[config.mk]
export PLATFORM = sky130hd
export DESIGN_NAME = two_button_gesture_detector_core_flat
export DESIGN_NICKNAME = d
export VERILOG_FILES = /design/src/hdl/tbgd_pkg.sv /design/src/hdl/tbgd_if.sv /design/src/hdl/two_button_gesture_detector_core.sv /design/src/flat_wrapper.sv
export SDC_FILE = /design/constraint.sdc
export NUM_CORES = 1
export LEC_CHECK = 0
export CAP_MARGIN = 5
export CELL_PAD_IN_SITES_DETAIL_PLACEMENT = 1
export CELL_PAD_IN_SITES_GLOBAL_PLACEMENT = 2
export CORE_ASPECT_RATIO = 1.25
export CORE_MARGIN = 5
export CORE_UTILIZATION = 25
export DETAILED_ROUTE_END_ITERATION = 16
export DONT_BUFFER_PORTS = 1
export PLACE_DENSITY_LB_ADDON = 0.15
export SETUP_SLACK_MARGIN = 0.4
export SLEW_MARGIN = 20
export SYNTH_ARGS = -nofsm -noshare
export SYNTH_HDL_FRONTEND = slang
export SYNTH_SLANG_ARGS = --single-unit
[constraint.sdc]
create_clock -name i_clk -period 6.8 [get_ports i_clk]
set_input_delay 0 -clock i_clk [delete_from_list [all_inputs] [get_ports i_clk]]
set_output_delay 0 -clock i_clk [all_outputs]
set_load 0.02 [all_outputs]
[src/hdl/tbgd_pkg.sv]
// Types and constants shared by the two-button gesture detector.
// Holds the mode and event encodings and the register index codes.
// No dependencies.
`timescale 1ns / 1ps
`default_nettype none

package tbgd_pkg;

    localparam int unsigned CFG_DATA_W  = 32;
    localparam int unsigned CFG_ADDR_W  = 3;
    localparam int unsigned CFG_FIELD_W = 16;
    localparam int unsigned NOW_W       = 32;
    localparam int unsigned EVENT_W     = 3;

    localparam logic [CFG_FIELD_W-1:0] HOLD_THRESHOLD_RESET  = 16'd500;
    localparam logic [CFG_FIELD_W-1:0] REPEAT_INTERVAL_RESET = 16'd0;

    typedef enum logic {
        REG_HOLD_THRESHOLD  = 1'b0,
        REG_REPEAT_INTERVAL = 1'b1
    } t_reg_index;

    typedef enum logic [2:0] {
        MODE_IDLE = 3'd0,
        MODE_A    = 3'd1,
        MODE_B    = 3'd2,
        MODE_BOTH = 3'd3,
        MODE_WAIT = 3'd4
    } t_mode;

    typedef enum logic [EVENT_W-1:0] {
        EV_NONE       = 3'd0,
        EV_A_TAP      = 3'd1,
        EV_A_HOLD     = 3'd2,
        EV_B_TAP      = 3'd3,
        EV_B_HOLD     = 3'd4,
        EV_CHORD_TAP  = 3'd5,
        EV_CHORD_HOLD = 3'd6
    } t_event;

endpackage

`default_nettype wire

[src/hdl/tbgd_if.sv]
// Valid/ready channel interfaces of the two-button gesture detector.
// tbgd_in_if carries button samples, tbgd_out_if carries event codes.
// Depends on tbgd_pkg.
`timescale 1ns / 1ps
`default_nettype none

interface tbgd_in_if
    import tbgd_pkg::*;
();
    logic             valid;
    logic             ready;
    logic             button_a_down;
    logic             button_b_down;
    logic [NOW_W-1:0] now_ms;

    modport source (output valid, output button_a_down, output button_b_down,
                    output now_ms, input ready);
    modport sink   (input valid, input button_a_down, input button_b_down,
                    input now_ms, output ready);
endinterface

interface tbgd_out_if
    import tbgd_pkg::*;
();
    logic               valid;
    logic               ready;
    logic [EVENT_W-1:0] event_code;

    modport source (output valid, output event_code, input ready);
    modport sink   (input valid, input event_code, output ready);
endinterface

`default_nettype wire

[src/hdl/two_button_gesture_detector_core.sv]
// Two-button gesture detector core: sample register, gesture state machine,
// event result register and APB-style configuration registers.
// Depends on tbgd_pkg and the channel interfaces in tbgd_if.sv.
//
// Usage:
//   i_in carries one sample per transaction: both button levels and a
//   free-running millisecond timestamp. o_out carries exactly one event
//   code per sample, in sample order (0 means no gesture).
//   An input transaction passes through the sample register and then the
//   event register before it shows on o_out.valid.
//   Throughput is one sample per cycle while o_out.ready stays high; the
//   gesture state is updated when a sample moves into the event register.
//   When the receiver stalls, the event register holds its transaction and
//   the sample register still takes one more sample; i_in.ready then drops
//   until o_out.ready returns.
//   Reset (i_rst_n low, synchronous) empties both registers, puts the
//   machine in idle, clears the press times and the hold flag, and sets
//   hold_threshold_ms to 500 and repeat_interval_ms to 0.
//   Configuration: register 0 (hold_threshold_ms) at byte address 0,
//   register 1 (repeat_interval_ms) at byte address 4; write only while
//   no sample is in flight.
`timescale 1ns / 1ps
`default_nettype none

module two_button_gesture_detector_core
    import tbgd_pkg::*;
#(
    parameter int unsigned TIME_BITS = 32
) (
    input  wire                   i_clk,
    input  wire                   i_rst_n,
    tbgd_in_if.sink               i_in,
    tbgd_out_if.source            o_out,
    input  wire                   psel,
    input  wire                   penable,
    input  wire                   pwrite,
    input  wire  [CFG_ADDR_W-1:0] paddr,
    input  wire  [CFG_DATA_W-1:0] pwdata,
    output logic [CFG_DATA_W-1:0] prdata,
    output logic                  pready
);

    typedef logic [TIME_BITS-1:0] t_time;

    logic [CFG_FIELD_W-1:0] r_hold_threshold;
    logic [CFG_FIELD_W-1:0] r_repeat_interval;

    logic             r_s1_valid;
    logic             r_s1_a;
    logic             r_s1_b;
    logic [NOW_W-1:0] r_s1_now;

    logic   r_out_valid;
    t_event r_out_event;

    t_mode  r_mode;
    t_time  r_press_start;
    t_time  r_last_repeat;
    logic   r_hold_reported;

    t_mode  n_mode;
    t_time  n_press_start;
    t_time  n_last_repeat;
    logic   n_hold_reported;
    t_event n_event;

    logic   s1_advance;
    logic   s1_process;
    logic   cfg_write;
    t_time  now_t;
    t_time  since_start;
    t_time  since_repeat;
    logic   hold_due;
    logic   repeat_due;

    // configuration port
    assign pready    = 1'b1;
    assign cfg_write = psel && penable && pwrite && pready;

    always_ff @(posedge i_clk) begin
        if (!i_rst_n) begin
            r_hold_threshold  <= HOLD_THRESHOLD_RESET;
            r_repeat_interval <= REPEAT_INTERVAL_RESET;
        end else if (cfg_write) begin
            case (t_reg_index'(paddr[2])) 
                REG_HOLD_THRESHOLD:  r_hold_threshold  <= pwdata[CFG_FIELD_W-1:0];
                REG_REPEAT_INTERVAL: r_repeat_interval <= pwdata[CFG_FIELD_W-1:0];
                default: begin
                end
            endcase
        end
    end

    always_comb begin
        case (t_reg_index'(paddr[2]))
            REG_HOLD_THRESHOLD:  prdata = CFG_DATA_W'(r_hold_threshold);
            REG_REPEAT_INTERVAL: prdata = CFG_DATA_W'(r_repeat_interval);
            default:             prdata = '0;
        endcase
    end

    // handshake
    assign s1_advance  = !r_out_valid || o_out.ready;
    assign s1_process  = r_s1_valid && s1_advance;
    assign i_in.ready  = !r_s1_valid || s1_advance;

    always_ff @(posedge i_clk) begin
        if (!i_rst_n) begin
            r_s1_valid <= 1'b0;
        end else if (i_in.ready) begin
            r_s1_valid <= i_in.valid;
        end
    end

    always_ff @(posedge i_clk) begin
        if (i_in.valid && i_in.ready) begin
            r_s1_a   <= i_in.button_a_down;
            r_s1_b   <= i_in.button_b_down;
            r_s1_now <= i_in.now_ms;
        end
    end

    always_ff @(posedge i_clk) begin
        if (!i_rst_n) begin
            r_out_valid <= 1'b0;
        end else if (s1_advance) begin
            r_out_valid <= r_s1_valid;
        end
    end

    always_ff @(posedge i_clk) begin
        if (s1_process) begin
            r_out_event <= n_event;
        end
    end

    assign o_out.valid      = r_out_valid;
    assign o_out.event_code = r_out_event;

    // gesture state register
    always_ff @(posedge i_clk) begin
        if (!i_rst_n) begin
            r_mode          <= MODE_IDLE;
            r_press_start   <= '0;
            r_last_repeat   <= '0;
            r_hold_reported <= 1'b0;
        end else if (s1_process) begin
            r_mode          <= n_mode;
            r_press_start   <= n_press_start;
            r_last_repeat   <= n_last_repeat;
            r_hold_reported <= n_hold_reported;
        end
    end

    assign now_t        = TIME_BITS'(r_s1_now);
    assign since_start  = now_t - r_press_start;
    assign since_repeat = now_t - r_last_repeat;
    assign hold_due     = since_start >= TIME_BITS'(r_hold_threshold);
    assign repeat_due   = (r_repeat_interval != '0)
                          && (since_repeat >= TIME_BITS'(r_repeat_interval));

    always_comb begin
        n_mode          = r_mode;
        n_press_start   = r_press_start;
        n_last_repeat   = r_last_repeat;
        n_hold_reported = r_hold_reported;
        n_event         = EV_NONE;
        case (r_mode)
            MODE_IDLE: begin
                if (r_s1_a || r_s1_b) begin
                    n_mode          = (r_s1_a && r_s1_b) ? MODE_BOTH
                                      : (r_s1_a ? MODE_A : MODE_B);
                    n_press_start   = now_t;
                    n_last_repeat   = now_t;
                    n_hold_reported = 1'b0;
                end
            end
            MODE_A, MODE_B: begin
                if (r_s1_a && r_s1_b) begin
                    n_mode          = MODE_BOTH;
                    n_press_start   = now_t;
                    n_last_repeat   = now_t;
                    n_hold_reported = 1'b0;
                end else if ((r_mode == MODE_A) ? !r_s1_a : !r_s1_b) begin
                    n_mode = MODE_IDLE;
                    if (!r_hold_reported) begin
                        if (r_mode == MODE_A) begin
                            n_event = hold_due ? EV_A_HOLD : EV_A_TAP;
                        end else begin
                            n_event = hold_due ? EV_B_HOLD : EV_B_TAP;
                        end
                    end
                end else if (!r_hold_reported ? hold_due : repeat_due) begin
                    n_hold_reported = 1'b1;
                    n_last_repeat   = now_t;
                    n_event         = (r_mode == MODE_A) ? EV_A_HOLD : EV_B_HOLD;
                end
            end
            MODE_BOTH: begin
                if (!r_s1_a || !r_s1_b) begin
                    n_mode  = (!r_s1_a && !r_s1_b) ? MODE_IDLE : MODE_WAIT;
                    n_event = r_hold_reported ? EV_NONE : EV_CHORD_TAP;
                end else if (!r_hold_reported && hold_due) begin
                    n_hold_reported = 1'b1;
                    n_event         = EV_CHORD_HOLD;
                end
            end
            default: begin
                if (!r_s1_a && !r_s1_b) begin
                    n_mode = MODE_IDLE;
                end
            end
        endcase
    end

    a_ready_when_out_empty: assert property (
        @(posedge i_clk) disable iff (!i_rst_n)
        !r_out_valid |-> i_in.ready
    ) else $error("input not ready while event register is empty");

    a_out_from_sample: assert property (
        @(posedge i_clk) disable iff (!i_rst_n)
        $rose(r_out_valid) |-> $past(s1_process)
    ) else $error("event appeared without a processed sample");

    a_press_start: assert property (
        @(posedge i_clk) disable iff (!i_rst_n)
        (s1_process && r_mode == MODE_IDLE && (r_s1_a || r_s1_b))
        |=> (!r_hold_reported && r_press_start == r_last_repeat)
    ) else $error("press start did not reset hold tracking");

    a_wait_silent: assert property (
        @(posedge i_clk) disable iff (!i_rst_n)
        (s1_process && r_mode == MODE_WAIT) |=> (r_out_event == EV_NONE)
    ) else $error("event emitted while waiting for release");

    a_chord_hold_once: assert property (
        @(posedge i_clk) disable iff (!i_rst_n)
        (s1_process && r_mode == MODE_BOTH && r_hold_reported)
        |=> (r_out_event != EV_CHORD_HOLD)
    ) else $error("chord hold reported twice");

endmodule

`default_nettype wire
[src/flat_wrapper.sv]
// flat-port wrapper written by rule: the top's interface ports become plain ports
module two_button_gesture_detector_core_flat import tbgd_pkg::*;
#(
    parameter int unsigned TIME_BITS = 32
)
  (i_clk, i_rst_n, psel, penable, pwrite, paddr, pwdata, prdata, pready, i_in_valid, i_in_button_a_down, i_in_button_b_down, i_in_now_ms, i_in_ready, o_out_valid, o_out_event_code, o_out_ready);
  tbgd_in_if i_in_i ();
  tbgd_out_if o_out_i ();
  input  wire i_clk;
  input  wire i_rst_n;
  input  wire psel;
  input  wire penable;
  input  wire pwrite;
  input  wire  [CFG_ADDR_W-1:0] paddr;
  input  wire  [CFG_DATA_W-1:0] pwdata;
  output logic [CFG_DATA_W-1:0] prdata;
  output logic pready;
  input wire logic [$bits(i_in_i.valid)-1:0] i_in_valid;
  input wire logic [$bits(i_in_i.button_a_down)-1:0] i_in_button_a_down;
  input wire logic [$bits(i_in_i.button_b_down)-1:0] i_in_button_b_down;
  input wire logic [$bits(i_in_i.now_ms)-1:0] i_in_now_ms;
  output wire logic [$bits(i_in_i.ready)-1:0] i_in_ready;
  output wire logic [$bits(o_out_i.valid)-1:0] o_out_valid;
  output wire logic [$bits(o_out_i.event_code)-1:0] o_out_event_code;
  input wire logic [$bits(o_out_i.ready)-1:0] o_out_ready;
  assign i_in_i.valid = i_in_valid;
  assign i_in_i.button_a_down = i_in_button_a_down;
  assign i_in_i.button_b_down = i_in_button_b_down;
  assign i_in_i.now_ms = i_in_now_ms;
  assign i_in_ready = i_in_i.ready;
  assign o_out_valid = o_out_i.valid;
  assign o_out_event_code = o_out_i.event_code;
  assign o_out_i.ready = o_out_ready;
  two_button_gesture_detector_core #(.TIME_BITS(TIME_BITS)) u_core (.i_clk(i_clk), .i_rst_n(i_rst_n), .i_in(i_in_i), .o_out(o_out_i), .psel(psel), .penable(penable), .pwrite(pwrite), .paddr(paddr), .pwdata(pwdata), .prdata(prdata), .pready(pready));
endmodule
==> results.md <==
* Status: completed
* Class of the worst hold path: input port to register
* Ys flop type: dfxtp_1
* Global route total overflow at 0
* Maximum fanout along the worst path at 32
* # DRC at 0
* F_max at 178 MHz
* Std-Cell Rows at 83
* Placed Area at 10800 µm²
* R2R cell count at 19
* CP Depth at 19
* CTS Sinks at 139
* Minimum clock period at 5610 ps
* Leak at approximately 4.5 nW
* Top cell by count, worst path: ha_1
* Synth area leaders: dfxtp_1, ha_1, edfxtp_1, nand2_1, mux2i_1
* Asr flop ratio synth at 0%
* Post-CTS Setup Bufs at 0
* Largest net degree at the start of global routing at 136
* Register area share after synthesis at 30.3%
* Die Area at 45800 µm²
* Slew HR at 35.3%
* Area growth syn-to-layout at 16.1%
* Total CTS buffers at 17
* Number of synthesized register bits at 139
* Die Wd at 192 µm
* Nets at about 1500
* CP max stage cell: o31ai_1
* Via count at 9077
* Number of max-cap violations at 0
* Worst-path clk slew at 70 ps
* CTS root buf: clkbuf_16
* CP cell instances: ha_1 > nor2b_1 > o2111ai_1 > a31oi_1 > o31ai_1 > nand2_1 > xor2_1 > ha_1 > a211oi_1 > o22ai_1 > nor2_1 > o221ai_1 > or4_4 > nor4_4 > nand4_4 > a21oi_4 > o22ai_4 > buf_4 > mux2i_1
* Cts hold-fix bufs at 65
* Post-DP HPWL at 27300 µm
* CP Launch Type: register
* Core Util, Final at 29.3%
* Max Slew Vio Count at 0
* Maximum vdd drop at between 150 and 200 µV
* Fin Clk Skew at around 7.5 ps
* R2R Path Start: u_core.now_t[1]$_DFFE_PP_
* Tot Pwr at about 2.6 mW
* Cts repair resizes at 0
* IO buf count at 0
* Worst-margin pin slew at 971 ps
* R2r setup slk at approximately 1200 ps
* IO Pins at 114
* Yosys top cell area share at 19.6%
* Vias in the first global route at 9558
* Clk_lat worst skew at 450 ps
* WL/cell at between 15 and 20 µm
* RePlAce Congestion at roughly 0.77
* Post-synth EDFFs at 37
* Synth area leader: dfxtp_1
* Max stage delay on crit path at 780 ps
* CP startpoint: u_core.now_t[1]$_DFFE_PP_
* Crit end category: register
* Core Region at 41100 µm²
* Hold slack at 3.36 ps
* First-pass GRT wire length at 55500 µm
* Pwr/cell area at 215 nW/µm²
* Setup CP Type: register to register
* WP buf/inv at 1
* Yosys cell types at 75
* RSZ-0062 raised after global routing: no
* TritonRoute pass-1 iters at 4
* ANT nets after route at 0
* Final setup fails at 0
* Fin crit share at 82.5%
* Clk buf depth at 2
* Setup tns final at 0 ps
* Cells after Synth at roughly 1300
* Initial antenna violation count at 4
* Share of cells above drive strength 1 at 4.11%
* Tot GR Track Use at 15.7%
* Delay-heaviest family, CP: compound AO/OA/AOI/OAI gates
* H-tree levels at 4
* Worst Setup EP: u_core.r_last_repeat[21]$_SDFFE_PN0P_
* Fin. Hold Viols at 0
* Final Instance Area at approximately 12000 µm²
* Synth warn at 0
* 1st-iter DRT viols at roughly 250
* Starting Density at 25.3%
* CTS tree: built
* Die Ht at between 200 and 250 µm
* Syn Area/Cell at 8.15 µm²
* Critical path arrival at 5910 ps
* Reg2reg end: u_core.r_last_repeat[21]$_SDFFE_PN0P_
* Routed wire length at approximately 36000 µm
* Synth Cell Area at 10400 µm²
* Critical Path RT at 7110 ps
* Vias/cell at slightly below 5
worst register-to-register path, stage by stage (launching register included):
cell and delay, ps:
edfxtp_1 490, ha_1 330, nor2b_1 160, o2111ai_1 280, a31oi_1 260, o31ai_1 780
nand2_1 210, xor2_1 200, ha_1 310, a211oi_1 260, o22ai_1 120, nor2_1 100
o221ai_1 110, or4_4 510, nor4_4 260, nand4_4 210, a21oi_4 240, o22ai_4 80
buf_4 310, mux2i_1 260
cells by family after synthesis:
logic type	share of synthesized area, %
AO/OA/AOI/OAI	20.7
buffers and inverters	7.58
flip-flops	30.3
AND/OR/NAND/NOR	19.2
multiplexers	6.89
other	0.0723
adder cells (fa/ha/maj)	11.8
XOR/XNOR	3.37
power by group:
group,internal [mW],switching [mW]
clock,0.577,0.409
sequential,0.891,0.0430
combinational,0.268,0.403
total,1.74,0.855
state kept, by name, indices dropped and copies added (netlist names):
register,cells
u_core.now_t,32
u_core.o_out.event_code,3
u_core.o_out.valid,1
u_core.r_hold_reported,1
u_core.r_hold_threshold,16
u_core.r_last_repeat,32
u_core.r_mode,3
u_core.r_press_start,32
u_core.r_repeat_interval,16
u_core.r_s1_a,1
u_core.r_s1_b,1
u_core.r_s1_valid,1
per-stage QoR:
stage / worst slack, ps / instances
floorplan: 2190 / 1290
global placement: 1230 / 1768
detailed placement: 1180 / 1768
CTS: 1120 / 1865
global route: 747 / 1868
finish: 1190 / 1868
cell usage after synthesis, types with 6 or more instances:
library cell / n
a211oi_1: 10
a21boi_0: 27
a21o_1: 15
a21oi_1: 82
a31oi_1: 9
and4_1: 6
buf_4: 18
clkbuf_1: 55
dfxtp_1: 102
edfxtp_1: 37
ha_1: 95
inv_1: 105
mux2i_1: 67
nand2_1: 213
nand2b_1: 14
nand3_1: 17
nand4_1: 20
nor2_1: 54
nor2b_1: 40
nor3_1: 16
nor4_1: 8
o2111ai_1: 6
o211ai_1: 16
o21a_1: 23
o21ai_0: 58
o22ai_1: 10
or3_1: 6
xnor2_1: 21
xor2_1: 19
per-layer routing:
layer	share of wire (%)	track usage, %	vias up
met3	2.8	2.56	41
met5	0.036	0	-
met2	50	27.8	127
met4	2.1	5.06	2
met1	46	19.4	4370
li1	-	-	4537
worst min path at each step:
| stage | start | end | slack (ps) | cells after the start |
|---|---|---|---|---|
| global placement | i_in_now_ms[28] | u_core.now_t[28]$_DFFE_PP_ | 100 | 0 |
| detailed placement | i_in_now_ms[28] | u_core.now_t[28]$_DFFE_PP_ | 100 | 0 |
| finish | i_rst_n | u_core.r_hold_threshold[7]$_SDFFE_PN1P_ | 3 | 2 |
| global route | i_rst_n | u_core.r_hold_threshold[7]$_SDFFE_PN1P_ | 40 | 2 |
| CTS | i_rst_n | u_core.r_hold_threshold[7]$_SDFFE_PN1P_ | 2 | 2 |
| floorplan | i_in_now_ms[0] | u_core.now_t[0]$_DFFE_PP_ | 100 | 0 |
area by class of cell:
cell class	instances	area (µm²)
Antenna cell	3	7.51
Fill cell	4903	29100
Timing Repair Buffer	70	706
Clock buffer	18	429
Multi-Input combinational cell	967	6510
Inverter	105	394
Tap cell	552	691
Sequential cell	139	3150
Clock inverter	14	170
cell usage in the layout, fill, tap and decap left out, types with 6 or more instances in the layout:
cell type	synthesis	final
a211oi_1	10	10
a21boi_0	27	27
a21o_1	15	15
a21oi_1	82	82
a31oi_1	9	9
and4_1	6	6
clkbuf_16	0	17
conb_1	2	17
dfxtp_1	102	102
dlygate4sd3_1	0	64
edfxtp_1	37	37
ha_1	95	95
inv_1	105	105
mux2i_1	67	67
nand2_1	213	212
nand2b_1	14	14
nand3_1	17	17
nand4_1	20	20
nor2_1	54	54
nor2b_1	40	40
nor3_1	16	16
nor4_1	8	8
o2111ai_1	6	6
o211ai_1	16	16
o21a_1	23	23
o21ai_0	58	58
o22ai_1	10	10
or3_1	6	6
xnor2_1	21	21
xor2_1	19	19
(Power assumes the default switching activity.)
